$ cat src/hw/rtl/alusf_pkg.sv
// shared types, operation codes and byte adder function of the status flag alu
`timescale 1ns / 1ps
package alusf_pkg;

	localparam int unsigned ModeW = 5;
	localparam int unsigned DataW = 16;
	localparam int unsigned ByteW = 8;

	localparam logic [ModeW-1:0] MODE_ADC = 5'd0;
	localparam logic [ModeW-1:0] MODE_AND = 5'd1;
	localparam logic [ModeW-1:0] MODE_ASL = 5'd2;
	localparam logic [ModeW-1:0] MODE_CMP = 5'd3;
	localparam logic [ModeW-1:0] MODE_DEC = 5'd4;
	localparam logic [ModeW-1:0] MODE_EOR = 5'd5;
	localparam logic [ModeW-1:0] MODE_INC = 5'd6;
	localparam logic [ModeW-1:0] MODE_LD  = 5'd7;
	localparam logic [ModeW-1:0] MODE_LSR = 5'd8;
	localparam logic [ModeW-1:0] MODE_OR  = 5'd9;
	localparam logic [ModeW-1:0] MODE_ROL = 5'd10;
	localparam logic [ModeW-1:0] MODE_ROR = 5'd11;
	localparam logic [ModeW-1:0] MODE_SBC = 5'd12;
	localparam logic [ModeW-1:0] MODE_ST  = 5'd13;
	localparam logic [ModeW-1:0] MODE_ADW = 5'd14;
	localparam logic [ModeW-1:0] MODE_CPW = 5'd15;
	localparam logic [ModeW-1:0] MODE_LDW = 5'd16;
	localparam logic [ModeW-1:0] MODE_SBW = 5'd17;

	typedef struct packed {
		logic c;
		logic n;
		logic v;
		logic h;
		logic z;
	} flags_t;

	typedef struct packed {
		logic [ByteW-1:0] r;
		flags_t           f;
	} add_res_t;

	function automatic add_res_t byte_add(input logic [ByteW-1:0] a,
		input logic [ByteW-1:0] b, input logic cin);
		logic [ByteW:0] sum;
		add_res_t       res;
		sum     = {1'b0, a} + {1'b0, b} + {{ByteW{1'b0}}, cin};
		res.r   = sum[ByteW-1:0];
		res.f.c = sum[ByteW];
		res.f.n = sum[ByteW-1];
		res.f.v = ~(a[ByteW-1] ^ b[ByteW-1]) & (a[ByteW-1] ^ sum[ByteW-1]);
		res.f.h = a[4] ^ b[4] ^ sum[4];
		res.f.z = (sum[ByteW-1:0] == '0);
		return res;
	endfunction

endpackage

$ cat src/hw/rtl/alusf_exec.sv
// combinational datapath and flag logic of the status flag alu
`timescale 1ns / 1ps
module alusf_exec (
	input  logic [4:0]       mode,
	input  logic [15:0]      operand_x,
	input  logic [15:0]      operand_y,
	input  alusf_pkg::flags_t flags_in,
	output logic [15:0]      result,
	output alusf_pkg::flags_t flags_out
);
	import alusf_pkg::*;

	logic [7:0]  xb, yb, xh, yh;
	logic [7:0]  r8;
	logic [7:0]  d8;
	logic [15:0] d16;
	add_res_t    add_b, sub_b, lo_a, hi_a, lo_s, hi_s;

	assign xb = operand_x[7:0];
	assign yb = operand_y[7:0];
	assign xh = operand_x[15:8];
	assign yh = operand_y[15:8];

	assign d8  = xb - yb;
	assign d16 = operand_x - operand_y;

	always_comb begin
		add_b = byte_add(xb, yb, flags_in.c);
		sub_b = byte_add(xb, ~yb, flags_in.c);
		lo_a  = byte_add(xb, yb, 1'b0);
		hi_a  = byte_add(xh, yh, lo_a.f.c);
		lo_s  = byte_add(xb, ~yb, 1'b1);
		hi_s  = byte_add(xh, ~yh, lo_s.f.c);
	end

	always_comb begin
		flags_out = flags_in;
		result    = '0;
		r8        = '0;
		case (mode)
			MODE_ADC: begin
				result    = {8'h00, add_b.r};
				flags_out = add_b.f;
			end
			MODE_SBC: begin
				result    = {8'h00, sub_b.r};
				flags_out = sub_b.f;
			end
			MODE_AND, MODE_ASL, MODE_DEC, MODE_EOR, MODE_INC, MODE_LD, MODE_LSR,
			MODE_OR, MODE_ROL, MODE_ROR: begin
				case (mode)
					MODE_AND: r8 = xb & yb;
					MODE_ASL: begin
						r8          = {xb[6:0], 1'b0};
						flags_out.c = xb[7];
					end
					MODE_DEC: r8 = xb - 8'h01;
					MODE_EOR: r8 = xb ^ yb;
					MODE_INC: r8 = xb + 8'h01;
					MODE_LD:  r8 = yb;
					MODE_LSR: begin
						r8          = {1'b0, xb[7:1]};
						flags_out.c = xb[0];
					end
					MODE_OR:  r8 = xb | yb;
					MODE_ROL: begin
						r8          = {xb[6:0], flags_in.c};
						flags_out.c = xb[7];
					end
					MODE_ROR: begin
						r8          = {flags_in.c, xb[7:1]};
						flags_out.c = xb[0];
					end
					default:  r8 = '0;
				endcase
				result      = {8'h00, r8};
				flags_out.n = r8[7];
				flags_out.z = (r8 == '0);
			end
			MODE_CMP: begin
				result      = {8'h00, xb};
				flags_out.n = d8[7];
				flags_out.z = (xb == yb);
				flags_out.c = (xb >= yb);
			end
			MODE_ST: begin
				result = {8'h00, yb};
			end
			MODE_ADW: begin
				result      = {hi_a.r, lo_a.r};
				flags_out   = hi_a.f;
				flags_out.z = ({hi_a.r, lo_a.r} == '0);
			end
			MODE_SBW: begin
				result      = {hi_s.r, lo_s.r};
				flags_out   = hi_s.f;
				flags_out.z = ({hi_s.r, lo_s.r} == '0);
			end
			MODE_CPW: begin
				result      = operand_x;
				flags_out.n = d16[15];
				flags_out.z = (operand_x == operand_y);
				flags_out.c = (operand_x >= operand_y);
			end
			MODE_LDW: begin
				result      = operand_y;
				flags_out.n = operand_y[15];
				flags_out.z = (operand_y == '0);
			end
			default: begin
				result    = '0;
				flags_out = flags_in;
			end
		endcase
	end

endmodule

$ cat src/hw/rtl/alu_8_16_bit_with_status_flags_core.sv
// top level of the 8/16-bit alu with status flags: input register, datapath, result register
// a word accepted by start passes the input register and the result register before it is shown with done
// throughput: one word per cycle, set by the single registered pass through the datapath
// busy stays low, so start is taken at every edge; the receiver cannot stall
// reset clears the stage valid bits and the done strobe; payload registers are not reset
`timescale 1ns / 1ps
module alu_8_16_bit_with_status_flags_core (
	input  logic        clk,
	input  logic        arst_n,
	input  logic        start,
	output logic        busy,
	input  logic [4:0]  mode,
	input  logic [15:0] operand_x,
	input  logic [15:0] operand_y,
	input  logic        carry_in,
	input  logic        negative_in,
	input  logic        overflow_in,
	input  logic        half_carry_in,
	input  logic        zero_in,
	output logic        done,
	output logic [15:0] result,
	output logic        carry_out,
	output logic        negative_out,
	output logic        overflow_out,
	output logic        half_carry_out,
	output logic        zero_out
);
	import alusf_pkg::*;

	logic        valid_s1;
	logic [4:0]  mode_s1;
	logic [15:0] x_s1, y_s1;
	flags_t      flags_s1;
	logic [15:0] res_comb;
	flags_t      flags_comb;
	logic        valid_s2;
	logic [15:0] res_s2;
	flags_t      flags_s2;

	assign busy = 1'b0;

	// input register
	always_ff @(posedge clk or negedge arst_n) begin
		if (!arst_n) begin
			valid_s1 <= 1'b0;
		end else begin
			valid_s1 <= start & ~busy;
		end
	end

	always_ff @(posedge clk) begin
		if (start && !busy) begin
			mode_s1    <= mode;
			x_s1       <= operand_x;
			y_s1       <= operand_y;
			flags_s1.c <= carry_in;
			flags_s1.n <= negative_in;
			flags_s1.v <= overflow_in;
			flags_s1.h <= half_carry_in;
			flags_s1.z <= zero_in;
		end
	end

	alusf_exec u_exec (
		.mode      (mode_s1),
		.operand_x (x_s1),
		.operand_y (y_s1),
		.flags_in  (flags_s1),
		.result    (res_comb),
		.flags_out (flags_comb)
	);

	// result register
	always_ff @(posedge clk or negedge arst_n) begin
		if (!arst_n) begin
			valid_s2 <= 1'b0;
		end else begin
			valid_s2 <= valid_s1;
		end
	end

	always_ff @(posedge clk) begin
		if (valid_s1) begin
			res_s2   <= res_comb;
			flags_s2 <= flags_comb;
		end
	end

	assign done           = valid_s2;
	assign result         = res_s2;
	assign carry_out      = flags_s2.c;
	assign negative_out   = flags_s2.n;
	assign overflow_out   = flags_s2.v;
	assign half_carry_out = flags_s2.h;
	assign zero_out       = flags_s2.z;

	a_start_to_done: assert property (@(posedge clk) disable iff (!arst_n)
		start && !busy |-> ##2 done)
		else $error("accepted word did not produce done two cycles later");

	a_no_spurious_done: assert property (@(posedge clk) disable iff (!arst_n)
		!valid_s1 |=> !done)
		else $error("done raised without a word in the input stage");

	a_byte_upper_zero: assert property (@(posedge clk) disable iff (!arst_n)
		valid_s1 && (mode_s1 == MODE_ADC || mode_s1 == MODE_SBC || mode_s1 == MODE_AND ||
		mode_s1 == MODE_CMP || mode_s1 == MODE_LD || mode_s1 == MODE_ST) |=>
		result[15:8] == 8'h00)
		else $error("byte operation left upper result byte nonzero");

endmodule

$ cat config.mk
export PLATFORM = sky130hd
export DESIGN_NAME = alu_8_16_bit_with_status_flags_core
export DESIGN_NICKNAME = d
export VERILOG_FILES = /design/src/hw/rtl/alusf_pkg.sv /design/src/hw/rtl/alusf_exec.sv /design/src/hw/rtl/alu_8_16_bit_with_status_flags_core.sv
export SDC_FILE = /design/constraint.sdc
export NUM_CORES = 1
export LEC_CHECK = 0
export ABC_AREA = 1
export BUFFER_PORTS_ARGS = -buffer_cell sky130_fd_sc_hd__buf_2
export CORE_ASPECT_RATIO = 1.4
export CORE_UTILIZATION = 30
export DETAILED_ROUTE_END_ITERATION = 8
export GPL_TIMING_DRIVEN = 0
export PLACE_DENSITY = 0.54
export SYNTH_ARGS = -nofsm -noshare
export SYNTH_HDL_FRONTEND = slang
export SYNTH_SLANG_ARGS = --single-unit
$ cat constraint.sdc
create_clock -name clk -period 11.23 [get_ports clk]
set_clock_uncertainty 0.05 [all_clocks]
set_input_delay 1.123 -clock clk [delete_from_list [all_inputs] [get_ports clk]]
set_output_delay 1.123 -clock clk [all_outputs]
set_load 0.01 [all_outputs]
==> results of run 1 <==
where the power goes:
part           internal, mW  leakage (nW)  switching, mW
Sequential            0.295         0.636         0.0203
Combinational         0.116          2.74          0.263
Clock                 0.178         0.145          0.109
path summary, 6_finish.rpt:
check | start | end | slack [ns] | cells after the start
worst max-delay path | y_s1[0]$_DFFE_PP_ | zero_out$_DFFE_PP_ | 6.51 | 26
worst min-delay path | arst_n | valid_s1$_DFF_PN0_ | 0.50 | 1
worst max register to register | y_s1[0]$_DFFE_PP_ | zero_out$_DFFE_PP_ | 6.51 | 26
worst min register to register | y_s1[8]$_DFFE_PP_ | result[8]$_DFFE_PP_ | 0.54 | 2
max in group asynchronous | arst_n | done$_DFF_PN0_ | 10.53 | 1
min in group clk | y_s1[8]$_DFFE_PP_ | result[8]$_DFFE_PP_ | 0.54 | 2
final cells by class:
class | count | area share
multi-input combinational | 695 | 0.529
buffer | 15 | 0.0127
timing repair buffer | 66 | 0.0447
clock inverter | 6 | 0.00914
sequential | 65 | 0.263
tap | 260 | 0.0440
inverter | 128 | 0.0657
clock buffer | 10 | 0.0323
synth_stat cells, drive strengths merged, types with 3 or more instances:
library cell    n  area, um2
ha             52        651
nand3b          3       22.5
o2111ai        11       96.3
buf            13       86.3
o211ai          6       45.0
nand2         285       1120
fa              7        140
nor3           13       96.4
nor4            3       18.8
nand3          92        475
a31oi           3       18.8
inv           126        478
o21bai          3       22.5
o21ai          30        154
xor2           11       96.3
nor2           95        409
nand4          25        156
edfxtp         63       1890
a211oi          3       22.5
o22ai           6       37.5
a21oi          28        174
routing by layer:
layer | vias to the layer above | wire length, um
li1 | 3168 | -
met1 | 3001 | 8380
met2 | 224 | 11200
met3 | 69 | 976
met4 | 0 | 1570
met5 | - | 0
per-stage QoR:
stage / instance area (um2) / util
finish: 7390 / 0.350
global route: 7390 / 0.350
CTS: 7390 / 0.350
detailed placement: 7080 / 0.335
global placement: 7080 / 0.335
floorplan: 6430 / -
logic make-up after synthesis:
kind of cell / synth area share
AOI/OAI and AO/OA: 0.104
other: 0.000584
DFF: 0.302
xor gates and xnor gates: 0.0177
and+or+nand+nor: 0.362
buffers and inverters: 0.0901
adders and majority gates: 0.123
worst max-delay path: cells and delay by family (launching register included):
| kind | cells | cell delay, ns |
|---|---|---|
| simple gates | 15 | 1.70 |
| xor+xnor | 1 | 0.27 |
| fa+ha+maj | 4 | 1.31 |
| flops | 1 | 0.46 |
| buf+inv | 5 | 0.62 |
| compound gates | 1 | 0.13 |
flip-flops by register name (all words and copies together) (netlist names):
signal / cells
carry_out: 1
done: 1
flags_s1: 5
half_carry_out: 1
mode_s1: 5
negative_out: 1
overflow_out: 1
result: 16
valid_s1: 1
x_s1: 16
y_s1: 16
zero_out: 1
==> flow_summary.yaml, run 1 <==
cts:
  htreeDepth: 3
  numClockSinks: 65
  clk_pin_slew_ns: 0.06
  postCtsSetupRepairBufs: 0
  cts-buffers-inserted: 9
  cts_buffer_depth: 2
  post_cts_resized: 0
  cts_tree: "yes"
  cts_root_buf: "clkbuf_16"
  postCtsHoldBufs: 0
  clk_latency_ns: 0.35
finish:
  final_common_cell: "nand2_1"
  antenna_cells: 0
  area_growth_pct: 15.0
  layoutNonFillerInstCount: 1245
  layout.nets: 1084
  drive_above_1_share: 0.152
  seq_area_mm2: 0.00194
  multi_input_area_mm2: 0.00391
  layout_common_cells: "269 x nand2_1, 115 x inv_1, 89 x nand3_1, 82 x nor2_1, 75 x buf_2"
  filler_cell_count: 2286
synth:
  async_flop_share: 0.0308
  postSynthCellCount: 903
  syn_area_per_cell_um2: 7.12
  ys_seq_elements: 65
  netlist_area_mm2: 0.00643
  synth_seq_area_share: 0.302
  synth_nets: 1007
  yosysWarnings: 0
  ys.flop_type: "edfxtp_1"
  synth_edf_count: 63
  synth.distinct_cells: 53
power_and_ir_drop:
  max-vdd-ir-drop_mv: 0.0997
  p_total_mw: 0.981
  cellLeakagePower_nw: 3.52
  power_density_mw_per_mm2: 133
timing:
  grt_setup_unrepaired: "no"
  fin_crit_sh: 0.420
  tns_ns: 0
  slew_headroom: 0.344
  setup_viol: 0
  hold_slack_ns: 0.500
  slew_viol_final: 0
  period_needed_ns: 4.72
  finalWorstSetupSlack_ns: 6.51
  max_freq_mhz: 212
  worst_pin_slew_ns: 0.984
  hold_viol: 0
global_routing:
  grt_util_met1: 0.221
  grt_max_degree: 44
  antenna_found_initial: 0
  first_global_vias: 6321
  busiest_layer: "met2"
  use_met2: 0.372
  grt_pass1_wl_um: 34400
  grt_use_met3: 0.0254
  grt_overflow: 0
  grtUsageTotal: 0.209
die:
  dieArea_mm2: 0.0220
  core_mm2: 0.0211
  fp.dieW_um: 126
  start_util: 0.304
  rows: 63
  fp.dieH_um: 175
  ios: 68
route:
  vias: 6462
  drtAntennaViolNets: 0
  drc: 0
  dr.pass1.iters: 5
  routed_wl_um: 22200
  post_drt_via_cell_ratio: 5.19
  route.detailed.wl_per_inst_um: 17.8
  dr.first_iter.drc_count: 378
critical_path:
  start_kind: "flop"
  crit_type: "reg -> reg"
  crit_slowest_cell: "edfxtp_1"
  crit_required_ns: 11.39
  critical_path.max_stage_delay_ns: 0.46
  worst-path-max-fanout: 8
  end_kind: "flop"
  path_common_cell: "inv_1"
  critPathArrivalTime_ns: 4.87
flow_run:
  cap_violations: 0
placed_design:
  place_congestion: 0.970
  io_buffers: 66
  hpwl_um: 18200
  dp.cells: 1229
  pre_cts_ws_ns: 6.54
worst_hold_path:
  hp-class: "in -> async"
status:
  status: "completed"
Note: power is estimated with default switching activity, not from simulation.
==> run 2, diff against run 1 <==
--- a/config.mk
+++ b/config.mk
@@ -11,7 +11,7 @@
 export CORE_UTILIZATION = 30
 export DETAILED_ROUTE_END_ITERATION = 8
 export GPL_TIMING_DRIVEN = 0
-export PLACE_DENSITY = 0.54
+export PLACE_DENSITY = 0.56
 export SYNTH_ARGS = -nofsm -noshare
 export SYNTH_HDL_FRONTEND = slang
 export SYNTH_SLANG_ARGS = --single-unit
==> constraint.sdc (replaced) <==
create_clock -name clk -period 4.3 [get_ports clk]
set_clock_uncertainty 0.05 [all_clocks]
set_input_delay 0.43 -clock clk [delete_from_list [all_inputs] [get_ports clk]]
set_output_delay 0.43 -clock clk [all_outputs]
set_load 0.01 [all_outputs]
==> run 2 against run 1 <==
Clock-buffer cell count decreased by 1. Critical path depth down 2. Fmax up 16%. Cell count increased by 3.1%. Via count is 1.8% higher. Combinational power grew to 2.9 times the previous value. Critical path type unchanged. Largest cell class unchanged. Largest power group unchanged.
==> flow_summary.yaml, run 2 (synthesis results as in run 1) <==
global_routing:
  grt_overflow: 0
  grt_max_degree: 44
  grt_pass1_wl_um: 34100
  antenna_found_initial: 0
  grtUsageTotal: 0.206
  first_global_vias: 6169
finish:
  area_growth_pct: 22.4
  antenna_cells: 0
  layout_common_cells: "264 x nand2_1, 99 x inv_1, 82 x nand3_1, 80 x nor2_1, 73 x buf_2"
  final_common_cell: "nand2_1"
  layout.nets: 1123
  layoutNonFillerInstCount: 1284
  drive_above_1_share: 0.222
power_and_ir_drop:
  power_density_mw_per_mm2: 348
  p_sw_mw: 1.08
  cellLeakagePower_nw: 3.72
  p_int_mw: 1.66
  combPwrFrac: 0.405
  p_seq_frac: 0.298
  pwr-share-clk: 0.297
  max-vdd-ir-drop_mv: 0.206
  p_total_mw: 2.74
  p_sw_frac: 0.395
cts:
  htreeDepth: 3
  clk_latency_ns: 0.35
  cts_root_buf: "clkbuf_16"
  clk_pin_slew_ns: 0.06
  numClockSinks: 65
  cts-buffers-inserted: 9
  cts_buffer_depth: 2
  cts_tree: "yes"
route:
  dr.pass1.iters: 5
  vias: 6578
  post_drt_via_cell_ratio: 5.12
  dr.first_iter.drc_count: 391
  routed_wl_um: 22400
  drtAntennaViolNets: 0
  route.detailed.wl_per_inst_um: 17.4
  drc: 0
critical_path:
  critPathArrivalTime_ns: 4.06
  end_kind: "flop"
  worst-path-max-fanout: 8
  crit_required_ns: 4.28
  start_kind: "flop"
  crit_type: "reg -> reg"
placed_design:
  hpwl_um: 17800
  place_congestion: 0.961
  io_buffers: 66
  dp.cells: 1229
  pre_cts_ws_ns: -0.399
timing:
  tns_ns: 0
  max_freq_mhz: 245
  hold_viol: 0
  finalWorstSetupSlack_ns: 0.222
  worst_pin_slew_ns: 1.02
  setup_viol: 0
  grt_setup_unrepaired: "yes"
  period_needed_ns: 4.08
  slew_viol_final: 0
  hold_slack_ns: 0.201
  slew_headroom: 0.323
  fin_crit_sh: 0.948
die:
  start_util: 0.304
  dieArea_mm2: 0.0220
  rows: 63
  core_mm2: 0.0211
  fp.dieH_um: 175
  fp.dieW_um: 126
  ios: 68
worst_hold_path:
  hp-class: "in -> reg"
flow_run:
  cap_violations: 0
status:
  status: "completed"
## run 2: metrics by stage
| step | util | cell area [um2] |
|---|---|---|
| floorplan | - | 6430 |
| global placement | 0.335 | 7080 |
| detailed placement | 0.335 | 7080 |
| CTS | 0.356 | 7520 |
| global route | 0.372 | 7870 |
| finish | 0.372 | 7870 |
## run 2: final timing paths
check	from	end	slack, ns	cells past startpoint
setup / recovery	x_s1[0]$_DFFE_PP_	carry_out$_DFFE_PP_	0.22	24
hold reg to reg	y_s1[8]$_DFFE_PP_	result[8]$_DFFE_PP_	0.57	2
setup reg to reg	x_s1[0]$_DFFE_PP_	carry_out$_DFFE_PP_	0.22	24
hold / removal	operand_x[3]	x_s1[3]$_DFFE_PP_	0.20	1
min in group asynchronous	arst_n	valid_s1$_DFF_PN0_	0.34	2
max in group asynchronous	arst_n	done$_DFF_PN0_	3.76	2
## run 2: repair_timing
action / in CTS / in global routing
buffers inserted: 9 / 29
setup endpoints to repair: 6 / 4
resized for setup: 15 / 41
endpoints found under the hold margin: 2 / 0
hold buffers: 1 / 0
pin swaps: 1 / 18
## run 2: power groups by stage
stage	clock [mW]	combinational [mW]	sequential, mW
6_report	0.815	1.11	0.817
5_1_grt	0.855	1.22	0.825
4_1_cts	0.833	1.00	0.820
3_5_place_dp	0	0.969	0.839
3_3_place_gp	0	0.968	0.836
2_1_floorplan	0	0.652	0.833
## run 2: final cells by class
type	instances	area (um2)
sequential	65	1940
clock buffer	9	225
fill	2250	13300
multi-input combinational	695	4050
tap	260	325
timing repair buffer	105	626
buffer	15	103
inverter	128	497
clock inverter	7	103
## run 2: metal layers
layer  part of all wire  wire (um)  global-route usage
met4              0.064       1420               0.143
met5                  0          0                   0
met2               0.51      11400               0.372
met1               0.39       8670               0.223
met3              0.039        883              0.0242
## run 2: critical path: stages, from the launching register on
cell and delay (ns):
edfxtp_1 0.51, ha_4 0.19, inv_1 0.05, fa_2 0.42
inv_4 0.09, nand2_1 0.09, nand2_2 0.13, nand2_1 0.10
nand2_4 0.15, nor2_4 0.05, nand3_4 0.07, nor2_4 0.05
xor2_2 0.15, fa_2 0.35, inv_1 0.08, fa_2 0.21
inv_1 0.07, nand2_1 0.10, nand2_2 0.07, buf_4 0.14
nand3_1 0.08, o21a_1 0.11, nand3_1 0.07, nor2_1 0.15
nand4_1 0.22
